### src/hdl/nplk_pkg.sv
// Shared types and constants for the nearest point bin lookup.
// Holds the word formats, point record and scan control/status structs.
// No dependencies.
package nplk_pkg;

    localparam int CoordBits = 16;
    localparam int BinBits   = 15;
    localparam int ResBits   = 16;
    localparam int SqBits    = 2 * CoordBits;
    localparam int DistBits  = SqBits + 1;

    localparam logic [1:0] OpClear = 2'd0;
    localparam logic [1:0] OpLoad  = 2'd1;
    localparam logic [1:0] OpQuery = 2'd2;

    localparam logic [1:0] StOk      = 2'd0;
    localparam logic [1:0] StEmpty   = 2'd1;
    localparam logic [1:0] StDropped = 2'd2;

    typedef struct packed {
        logic [1:0]           opcode;
        logic [CoordBits-1:0] coord_x;
        logic [CoordBits-1:0] coord_y;
        logic [BinBits-1:0]   point_bin;
    } t_cmd;

    typedef struct packed {
        logic signed [ResBits-1:0] found_bin;
        logic [1:0]                status;
    } t_res;

    typedef struct packed {
        logic [CoordBits-1:0] x;
        logic [CoordBits-1:0] y;
        logic [BinBits-1:0]   bin;
    } t_point;

    typedef struct packed {
        logic start;
        logic issue;
        logic in_use;
    } t_scan_ctl;

    typedef struct packed {
        logic               busy;
        logic               found;
        logic [BinBits-1:0] bin;
    } t_scan_stat;

endpackage

### src/hdl/nplk_cell.sv
// One storage cell of the point ring: holds a single reference point.
// Loads a new point or takes its neighbor's point when the ring rotates.
// Depends on nplk_pkg.
module nplk_cell (
    input  logic            i_clk,
    input  logic            i_shift,
    input  logic            i_load,
    input  nplk_pkg::t_point i_load_pt,
    input  nplk_pkg::t_point i_next_pt,
    output nplk_pkg::t_point o_pt
);
    import nplk_pkg::*;

    t_point r_pt;

    always_ff @(posedge i_clk) begin
        if (i_load) begin
            r_pt <= i_load_pt;
        end else if (i_shift) begin
            r_pt <= i_next_pt;
        end
    end

    assign o_pt = r_pt;

endmodule

### config.mk
export PLATFORM = sky130hd
export DESIGN_NAME = nplk_cell
export DESIGN_NICKNAME = d
export VERILOG_FILES = /design/src/hdl/nplk_pkg.sv /design/src/hdl/nplk_cell.sv
export SDC_FILE = /design/constraint.sdc
export NUM_CORES = 1
export LEC_CHECK = 0
export ABC_AREA = 1
export BUFFER_PORTS_ARGS = -buffer_cell sky130_fd_sc_hd__buf_2
export CAP_MARGIN = 20
export CORE_MARGIN = 3
export CORE_UTILIZATION = 40
export DETAILED_ROUTE_END_ITERATION = 10
export PLACE_DENSITY = 0.89
export RECOVER_POWER = 25
export SLEW_MARGIN = 20
export SYNTH_ARGS = -nofsm -noshare
export SYNTH_HDL_FRONTEND = slang
export SYNTH_SLANG_ARGS = --single-unit
### constraint.sdc
create_clock -name i_clk -period 1.6 [get_ports i_clk]
set_input_delay 0.24 -clock i_clk [delete_from_list [all_inputs] [get_ports i_clk]]
set_output_delay 0.24 -clock i_clk [all_outputs]
set_load 0.02 [all_outputs]
==> summary.md <==
| Metric | Value |
|---|---|
| Crit-path max cell delay | between 0.4 and 0.5 ns |
| Worst Max-Slew Pin Slew | roughly 0.72 ns |
| P_sw | 0.000764 W |
| Die X-Extent | 77.0 microns |
| Number of max-cap violations | 0 |
| Post-route antenna net violation count | 0 |
| Htree depth | 2 |
| Initial antenna violation count | 0 |
| Largest net degree at the start of global routing | between 40 and 50 |
| Crit path kind | input port to register |
| DRT Pass-1 Iters | 4 |
| Clock transition at path regs | 0.09 ns |
| Max reg flops | 47 |
| Vias in the first global route | around 1,800 |
| Setup ws final | around 0.45 ns |
| Synthesized area | slightly above 2000 sq um |
| Ant diodes | 0 |
| Critical Path, Cell by Cell | clkbuf_1 > or2_2 > clkbuf_4 |
| First-pass GRT wire length | around 7700 microns |
| DP Wirelength | between 3000 and 4000 microns |
| Slowest cell on crit path | clkbuf_4 |
| Die Ht | around 77 microns |
| Final count of negative-setup-slack endpoints | 0 |
| IO Port Bufs | between 100 and 150 |
| Post-synth top cells | nand2_1, edfxtp_1, buf_4 |
| Seq pwr share | 52.3% |
| CTS Root Cell | clkbuf_8 |
| Syn-to-layout area delta | 42.8% |
| Wirelength per Cell | 11.6 microns |
| Core area | about 4800 sq um |
| Status | complete, no violations |
| Cts hold-fix bufs | 0 |
| Post-place setup slack | ~0.34 ns |
| Crit Path Max Fanout | 47 |
| Routability cong. | 0.714 |
| Required @ worst endpoint | about 1.5 ns |
| Crit. path cell count | 3 |
| CTS buffer count | 5 |
| Fin. Hold Viols | 0 |
| Share of cells above drive strength 1 | 44.8% |
| TritonCTS clock tree | yes |
| Post-synth EDFFs | 47 |
| # rows | 25 |
| Max-slew violation count | 0 |
| I/O pins | 144 |
| Top area cells in the synthesized netlist | edfxtp_1, nand2_1, buf_4, buf_2, or2_2 |
| Syn_nets | slightly below 300 |
| DR iter-0 viols | 87 |
| Clock share of power | between 20 and 30% |
| GRT Util Overall | approximately 16% |
| Bufs and invs on worst path | 2 |
| Avg Cell Area, Syn | just over 10 sq um |
| Minimum clock period | 1.15 ns |
| Mapped Cells | 200 |
| Setup Total Neg Slack | 0 ns |
| Hold wc startpoint | i_next_pt[14] |
| WHS Path Cells | 3 |
| Yosys warnings | 0 |
| Highest clock rate | between 800 and 900 MHz |
| Crit path arrival time | ~1.1 ns |
| Final net count | 440 |
| Starting Density | around 42% |
| Full die area | 5930 sq um |
| Post-synthesis async set-or-reset flop share | 0% |
| Post_cts resized | 0 |
| Most common cell in the netlist | nand2_1 |
| RSZ-0062 raised after global routing | no |
| Leak | between 1.5 and 2 nW |
| DRC Markers | 0 |
| Register area share after synthesis | a little over two thirds |
| Internal Pwr Total | around 0.0022 W |
| Postcts setup bufs | 0 |
| Seq cells post-synth | 47 |
| Worst min path class | input port to register |
| Slew Limit Headroom | 51.8% |
| WL final | approximately 4800 microns |
| Crit start category | input port |
| Max VDD drop | about 500 uV |
| Clk buf depth | 2 |
| Switching share of total power | 25.9% |
| Overflow after GRT | 0 |
| Hold Crit Endpoint | o_pt[14] |
| Comb power frac | 19.5% |
| Top_reg_cell synth | edfxtp_1 |
| PwrDens | 1020 nW/um^2 |
| Drt via density | roughly 4.3 |
| Largest delay share family, worst path | buffers and inverters |
| Filler cells | between 400 and 500 |
| Synth top area share | a little over two thirds |
| Post-synth cell types | 6 |
| Final worst-path cycle share | between 70% and 80% |
| Crit end category | register |
| DR vias | 1,779 |
| CTS Sinks | 47 |
| Synth area leader | edfxtp_1 |
-- stage by stage --
step | power [W] | utilization [%] | std cells | area (sq um) | hold slack [ns]
final | 0.00295 | 60.2 | 411 | 2880 | 0.206
after floorplan | 0.00189 | - | 200 | 2020 | 0.419
after global placement | 0.00214 | 58.2 | 403 | 2790 | 0.502
after detailed placement | 0.00215 | 58.2 | 403 | 2790 | 0.508
after global routing | 0.00308 | 60.2 | 411 | 2880 | 0.197
after CTS | 0.00299 | 60.4 | 411 | 2890 | 0.195
-- area by class of cell --
class                      count  area (sq um)  area share [%]
clock inverter                 3          38.8            1.35
sequential                    47          1410            49.0
timing repair buffer         146           737            25.6
inverter                       1          3.75           0.130
multi-input combinational    142           536            18.6
clock buffer                   5          68.8            2.39
tap                           67          83.8            2.91
-- power groups by stage --
stage | Clock, W | Combinational [W] | Sequential, W
5_1_grt | 0.000901 | 0.000629 | 0.00155
4_1_cts | 0.000861 | 0.000586 | 0.00154
6_report | 0.000832 | 0.000574 | 0.00154
3_5_place_dp | 0 | 0.000585 | 0.00157
3_3_place_gp | 0 | 0.000574 | 0.00156
2_1_floorplan | 0 | 0.000134 | 0.00176
-- placed cells by master, fill, tap and decap left out, drive strengths merged --
cell and count:
inv 1, nand2 141, or2 1, bufinv 1
clkbuf 7, clkinv 2, buf 144, edfxtp 47
-- how the worst max path moves through the flow --
stage,from,to,slack (ns)
2_1_floorplan,i_load,o_pt[0],0.20
6_report,i_load,o_pt[25],0.45
5_1_grt,i_load,o_pt[38],0.35
3_5_place_dp,i_load,o_pt[36],0.34
4_1_cts,o_pt[10],o_pt[10],0.49
3_3_place_gp,i_load,o_pt[2],0.39
-- cells by family (layout without fill, tap and decap cells) --
group,after synthesis,after routing,synth area share (%)
AND/OR/NAND/NOR,142,142,26.6
flip-flops,47,47,70.0
buffers and inverters,11,155,3.41
-- layer usage --
layer  vias to the layer above  share of wire (%)  GRT usage, %
met3                         4                8.4          3.52
met5                         -                  0             0
li1                        924                  -             -
met2                        80                 53          31.3
met4                         0                1.1          7.47
met1                       771                 37          16.4
Note: power is estimated with default switching activity, not from simulation.
