===== src/hdl/nplk_pkg.sv =====
// Shared types and constants for the nearest point bin lookup.
// Holds the word formats, point record and scan control/status structs.
// No dependencies.
package nplk_pkg;

    localparam int CoordBits = 16;
    localparam int BinBits   = 15;
    localparam int ResBits   = 16;
    localparam int SqBits    = 2 * CoordBits;
    localparam int DistBits  = SqBits + 1;

    localparam logic [1:0] OpClear = 2'd0;
    localparam logic [1:0] OpLoad  = 2'd1;
    localparam logic [1:0] OpQuery = 2'd2;

    localparam logic [1:0] StOk      = 2'd0;
    localparam logic [1:0] StEmpty   = 2'd1;
    localparam logic [1:0] StDropped = 2'd2;

    typedef struct packed {
        logic [1:0]           opcode;
        logic [CoordBits-1:0] coord_x;
        logic [CoordBits-1:0] coord_y;
        logic [BinBits-1:0]   point_bin;
    } t_cmd;

    typedef struct packed {
        logic signed [ResBits-1:0] found_bin;
        logic [1:0]                status;
    } t_res;

    typedef struct packed {
        logic [CoordBits-1:0] x;
        logic [CoordBits-1:0] y;
        logic [BinBits-1:0]   bin;
    } t_point;

    typedef struct packed {
        logic start;
        logic issue;
        logic in_use;
    } t_scan_ctl;

    typedef struct packed {
        logic               busy;
        logic               found;
        logic [BinBits-1:0] bin;
    } t_scan_stat;

endpackage


===== src/hdl/nplk_dist.sv =====
// Distance and compare unit: squared distance of the head point to the query,
// three stages (difference, square, sum and keep best). Depends on nplk_pkg.
module nplk_dist (
    input  logic                   i_clk,
    input  logic                   i_rst_n,
    input  nplk_pkg::t_scan_ctl    i_ctl,
    input  nplk_pkg::t_point       i_pt,
    input  logic [nplk_pkg::CoordBits-1:0] i_qx,
    input  logic [nplk_pkg::CoordBits-1:0] i_qy,
    output nplk_pkg::t_scan_stat   o_stat
);
    import nplk_pkg::*;

    logic                 r1_v;
    logic [CoordBits-1:0] r1_dx;
    logic [CoordBits-1:0] r1_dy;
    logic [BinBits-1:0]   r1_bin;
    logic                 r2_v;
    logic [SqBits-1:0]    r2_sx;
    logic [SqBits-1:0]    r2_sy;
    logic [BinBits-1:0]   r2_bin;
    logic                 r_best_valid;
    logic [DistBits-1:0]  r_best_d;
    logic [BinBits-1:0]   r_best_bin;

    logic [CoordBits-1:0] dx;
    logic [CoordBits-1:0] dy;
    logic [DistBits-1:0]  sum;
    logic                 take;

    assign dx   = (i_pt.x >= i_qx) ? (i_pt.x - i_qx) : (i_qx - i_pt.x);
    assign dy   = (i_pt.y >= i_qy) ? (i_pt.y - i_qy) : (i_qy - i_pt.y);
    assign sum  = {1'b0, r2_sx} + {1'b0, r2_sy};
    // strictly smaller only: on a tie the earlier point stays
    assign take = r2_v && (!r_best_valid || (sum < r_best_d));

    always_ff @(posedge i_clk) begin
        if (!i_rst_n) begin
            r1_v         <= 1'b0;
            r2_v         <= 1'b0;
            r_best_valid <= 1'b0;
        end else begin
            r1_v <= i_ctl.issue && i_ctl.in_use;
            r2_v <= r1_v;
            if (i_ctl.start) begin
                r_best_valid <= 1'b0;
            end else if (take) begin
                r_best_valid <= 1'b1;
            end
        end
        r1_dx  <= dx;
        r1_dy  <= dy;
        r1_bin <= i_pt.bin;
        r2_sx  <= SqBits'(r1_dx) * SqBits'(r1_dx);
        r2_sy  <= SqBits'(r1_dy) * SqBits'(r1_dy);
        r2_bin <= r1_bin;
        if (take) begin
            r_best_d   <= sum;
            r_best_bin <= r2_bin;
        end
    end

    assign o_stat.busy  = r1_v || r2_v;
    assign o_stat.found = r_best_valid;
    assign o_stat.bin   = r_best_bin;

endmodule


===== config.mk =====
export PLATFORM = sky130hd
export DESIGN_NAME = nplk_dist
export DESIGN_NICKNAME = d
export VERILOG_FILES = /design/src/hdl/nplk_pkg.sv /design/src/hdl/nplk_dist.sv
export SDC_FILE = /design/constraint.sdc
export NUM_CORES = 1
export LEC_CHECK = 0
export BUFFER_PORTS_ARGS = -buffer_cell sky130_fd_sc_hd__buf_2
export CORE_MARGIN = 8
export CORE_UTILIZATION = 40
export CTS_CLUSTER_SIZE = 28
export DETAILED_ROUTE_END_ITERATION = 12
export PLACE_DENSITY_LB_ADDON = 0.1
export SYNTH_ARGS = -nofsm -noshare
export SYNTH_HDL_FRONTEND = slang
export SYNTH_SLANG_ARGS = --single-unit
export TNS_END_PERCENT = 100

===== constraint.sdc =====
create_clock -name i_clk -period 19.1 [get_ports i_clk]
set_input_delay 3.82 -clock i_clk [delete_from_list [all_inputs] [get_ports i_clk]]
set_output_delay 3.82 -clock i_clk [all_outputs]
set_load 0.005 [all_outputs]

==> key figures <==
Outcome
  – Outcome: complete, no violations

Yosys
  – Sequential element share of the synthesized area: 16.8%
  – Post-synthesis cell area: 23700 sq um
  – Cells after synthesis: 2577
  – Yosys Warn Count: 0
  – Top-count cell post-synth: inv_1
  – Synth area leader: fa_1
  – Top_reg_cell synth: dfxtp_1
  – Synth unique cells: 82
  – Share of the synthesized area in the top cell type: 27.7%
  – Number of synthesized register bits: about 180
  – Most area-consuming cells after synthesis: fa_1 28%, ha_1 17%, dfxtp_1 11%
  – Synth Net Count: between 3000 and 4000
  – Asr flop ratio synth: 0%
  – Syn Area/Cell: 9.20 sq um
  – Synth cell count leaders: 616 x inv_1, 328 x fa_1, 327 x ha_1
  – Number of synthesized flops with an enable pin: 48

Critical path
  – Data arrival time of the critical path: 6.92 ns
  – FF-to-FF setup slack: 12.59 ns
  – R2R depth: 21
  – Reg-to-Reg Start: r1_dy[12]$_DFF_P_
  – Setup CP Type: reg -> reg
  – CP Launch Type: flip-flop
  – Worst r2r dst: r2_sy[30]$_DFF_P_
  – WP data required: 19.51 ns
  – CP Max Fanout: 11
  – Critical path capture point type: flip-flop

STA
  – Tightest Pin Transition: 0.956 ns
  – F_max: between 0.15 and 0.2 GHz
  – RSZ-0062 raised after global routing: false
  – Setup_tns: 0 ns
  – Max Clock Skew: 0.0109 ns
  – Slew headroom: 36.2%
  – Final setup vio count: 0
  – Tmin final: 6.51 ns
  – Crit share post-route: 34.1%
  – Count of final hold-check violations: 0
  – Final Max Tran Viols: 0

Clock network
  – CTS H-Tree Depth: 4
  – Root buffer cell: clkbuf_16
  – CTS tree: built
  – Hold buffer count at CTS: 0
  – Longest Clk Path Bufs: 2
  – Post-CTS Setup Bufs: 0
  – Clk slew on worst S/H paths: 0.07 ns
  – Worst-Skew Late Latency: 0.48 ns
  – CTS Buf Count: 17
  – Resize count post-CTS: 0
  – Clock sinks: 175

Detailed routing
  – Routed Wire Length: 51500 microns
  – Vias per inst: 4.89
  – Remaining design rule violation count: 0
  – 1st-iter DRT viols: between 800 and 900
  – Via Count: 16700
  – Wire per inst: 15.0 microns
  – Pre-antenna DRT Iters: 4
  – Routed Antenna Nets: 0

Floorplanning
  – Starting Density: 40.3%
  – Die X: 259 microns
  – Row count: 89
  – Full die area: 67300 sq um
  – Die Y: roughly 260 microns
  – Top-level port count: ~100
  – Core footprint: 58800 sq um

Global routing
  – Vias in the first global route: 18100
  – Grt total ovfl: 0
  – Antenna violations before repair: 1
  – Largest net degree at the start of global routing: 49
  – Global-route wire length before repair: slightly below 90000 microns
  – GR Util All Layers: between 10% and 20%

Finish
  – Syn-to-layout area delta: 7.61%
  – # fillers: 5859
  – ANT cells: 0
  – Share of cells above drive strength 1: 6.94%
  – Layout Nets: between 3000 and 4000
  – Non-filler cells, final: 3426

Placed design
  – Post-DP HPWL: 43500 microns
  – Port Buf Inserts: 100
  – Placer Congestion: just over 0.8
  – Cells after DPL: approximately 3400

Job
  – Max Cap Violations: 0

Min path
  – HP Start: r1_bin[1]$_DFF_P_
  – Hold Crit Class: reg -> reg
  – Hold worst-path end: r2_bin[1]$_DFF_P_
  – Hold path depth: 0
## metal layers
| layer | up-vias | global-route usage, % | share of wire [%] |
|---|---|---|---|
| met3 | 49 | 1.87 | 3.0 |
| met2 | 228 | 27.6 | 49 |
| met5 | - | 0 | 0 |
| li1 | 8233 | - | - |
| met1 | 8231 | 21.2 | 46 |
| met4 | 0 | 4.89 | 1.8 |
## worst max path at each step
stage | startpoint | slack, ns | to | cells after the start
3_5_place_dp | i_pt[31] | 12.59 | r1_dx[8]$_DFF_P_ | 12
3_3_place_gp | i_pt[31] | 12.60 | r1_dx[8]$_DFF_P_ | 12
5_1_grt | r1_dy[12]$_DFF_P_ | 12.27 | r2_sy[30]$_DFF_P_ | 21
2_1_floorplan | r2_sx[10]$_DFF_P_ | 10.48 | r_best_bin[0]$_DFFE_PP_ | 17
6_report | r1_dy[12]$_DFF_P_ | 12.59 | r2_sy[30]$_DFF_P_ | 21
4_1_cts | r1_dy[12]$_DFF_P_ | 12.62 | r2_sy[30]$_DFF_P_ | 21
## area by class of cell
class / count / area [sq um] / area share (%)
well taps: 773 / 967 / 3.79
multi-input cells: 1726 / 17200 / 67.2
clock inverters: 14 / 124 / 0.486
inverters: 616 / 2310 / 9.06
repair buffers: 104 / 531 / 2.08
clock buffers: 18 / 439 / 1.72
flip-flops and latches: 175 / 3980 / 15.6
## stage by stage
stage          setup slack [ns]  hold WS (ns)  util, %  instance area (sq um)
2_1_floorplan             10.48         0.310        -                  23700
3_3_place_gp              12.60         0.312     42.4                  24900
3_5_place_dp              12.59         0.312     42.4                  24900
4_1_cts                   12.62         0.329     43.4                  25500
5_1_grt                   12.27         0.331     43.4                  25500
6_report                  12.59         0.328     43.4                  25500
## kinds of logic after synthesis
| logic type | share of synthesized area (%) |
|---|---|
| DFF | 16.8 |
| buffers and inverters | 10.9 |
| AOI/OAI and AO/OA | 11.1 |
| and+or+nand+nor | 10.7 |
| muxes | 1.03 |
| adders and majority gates | 45.0 |
| xor gates and xnor gates | 4.58 |
## layout by cell type (no fill, tap or decap), drive strengths merged, types with 7 or more instances in the layout
cell      n
o21bai   15
clkbuf   18
fa      328
dfxtp   127
and3     17
nand2   209
mux2i    20
and2     78
nor3     14
nand3    24
a31oi    16
nand4    16
or2      13
o211ai    9
nor2b    24
xnor2    72
nor2    105
a21boi   11
a211oi   13
xor2     52
a21oi   118
o21ai    70
ha      327
o31ai     7
o21a     14
edfxtp   48
a21o     73
inv     625
nand2b   12
buf     104
or3       7
## critical path, stage by stage (launching register included)
cell and delay [ns]:
dfxtp_1 0.69, inv_1 0.34, nor2_1 0.31, ha_1 0.30
xor2_1 0.19, fa_1 0.54, inv_1 0.06, fa_1 0.48
fa_1 0.50, fa_1 0.50, inv_1 0.05, fa_1 0.48
inv_1 0.04, ha_1 0.38, a21o_1 0.23, a21o_1 0.17
a21oi_1 0.17, o21ai_0 0.18, a211oi_1 0.41, a31oi_1 0.14
nor2_1 0.15, xnor2_1 0.12
## state kept, by name, indices dropped and copies added (netlist names)
signal        cells
r_best_valid      1
r_best_bin       15
r1_dy            16
r_best_d         33
r2_sy            31
r1_v              1
r2_sx            31
r2_v              1
r1_dx            16
r1_bin           15
r2_bin           15
Power is not shown: default switching activity piles up to over one toggle a cycle in this logic, so the estimate is an artifact.
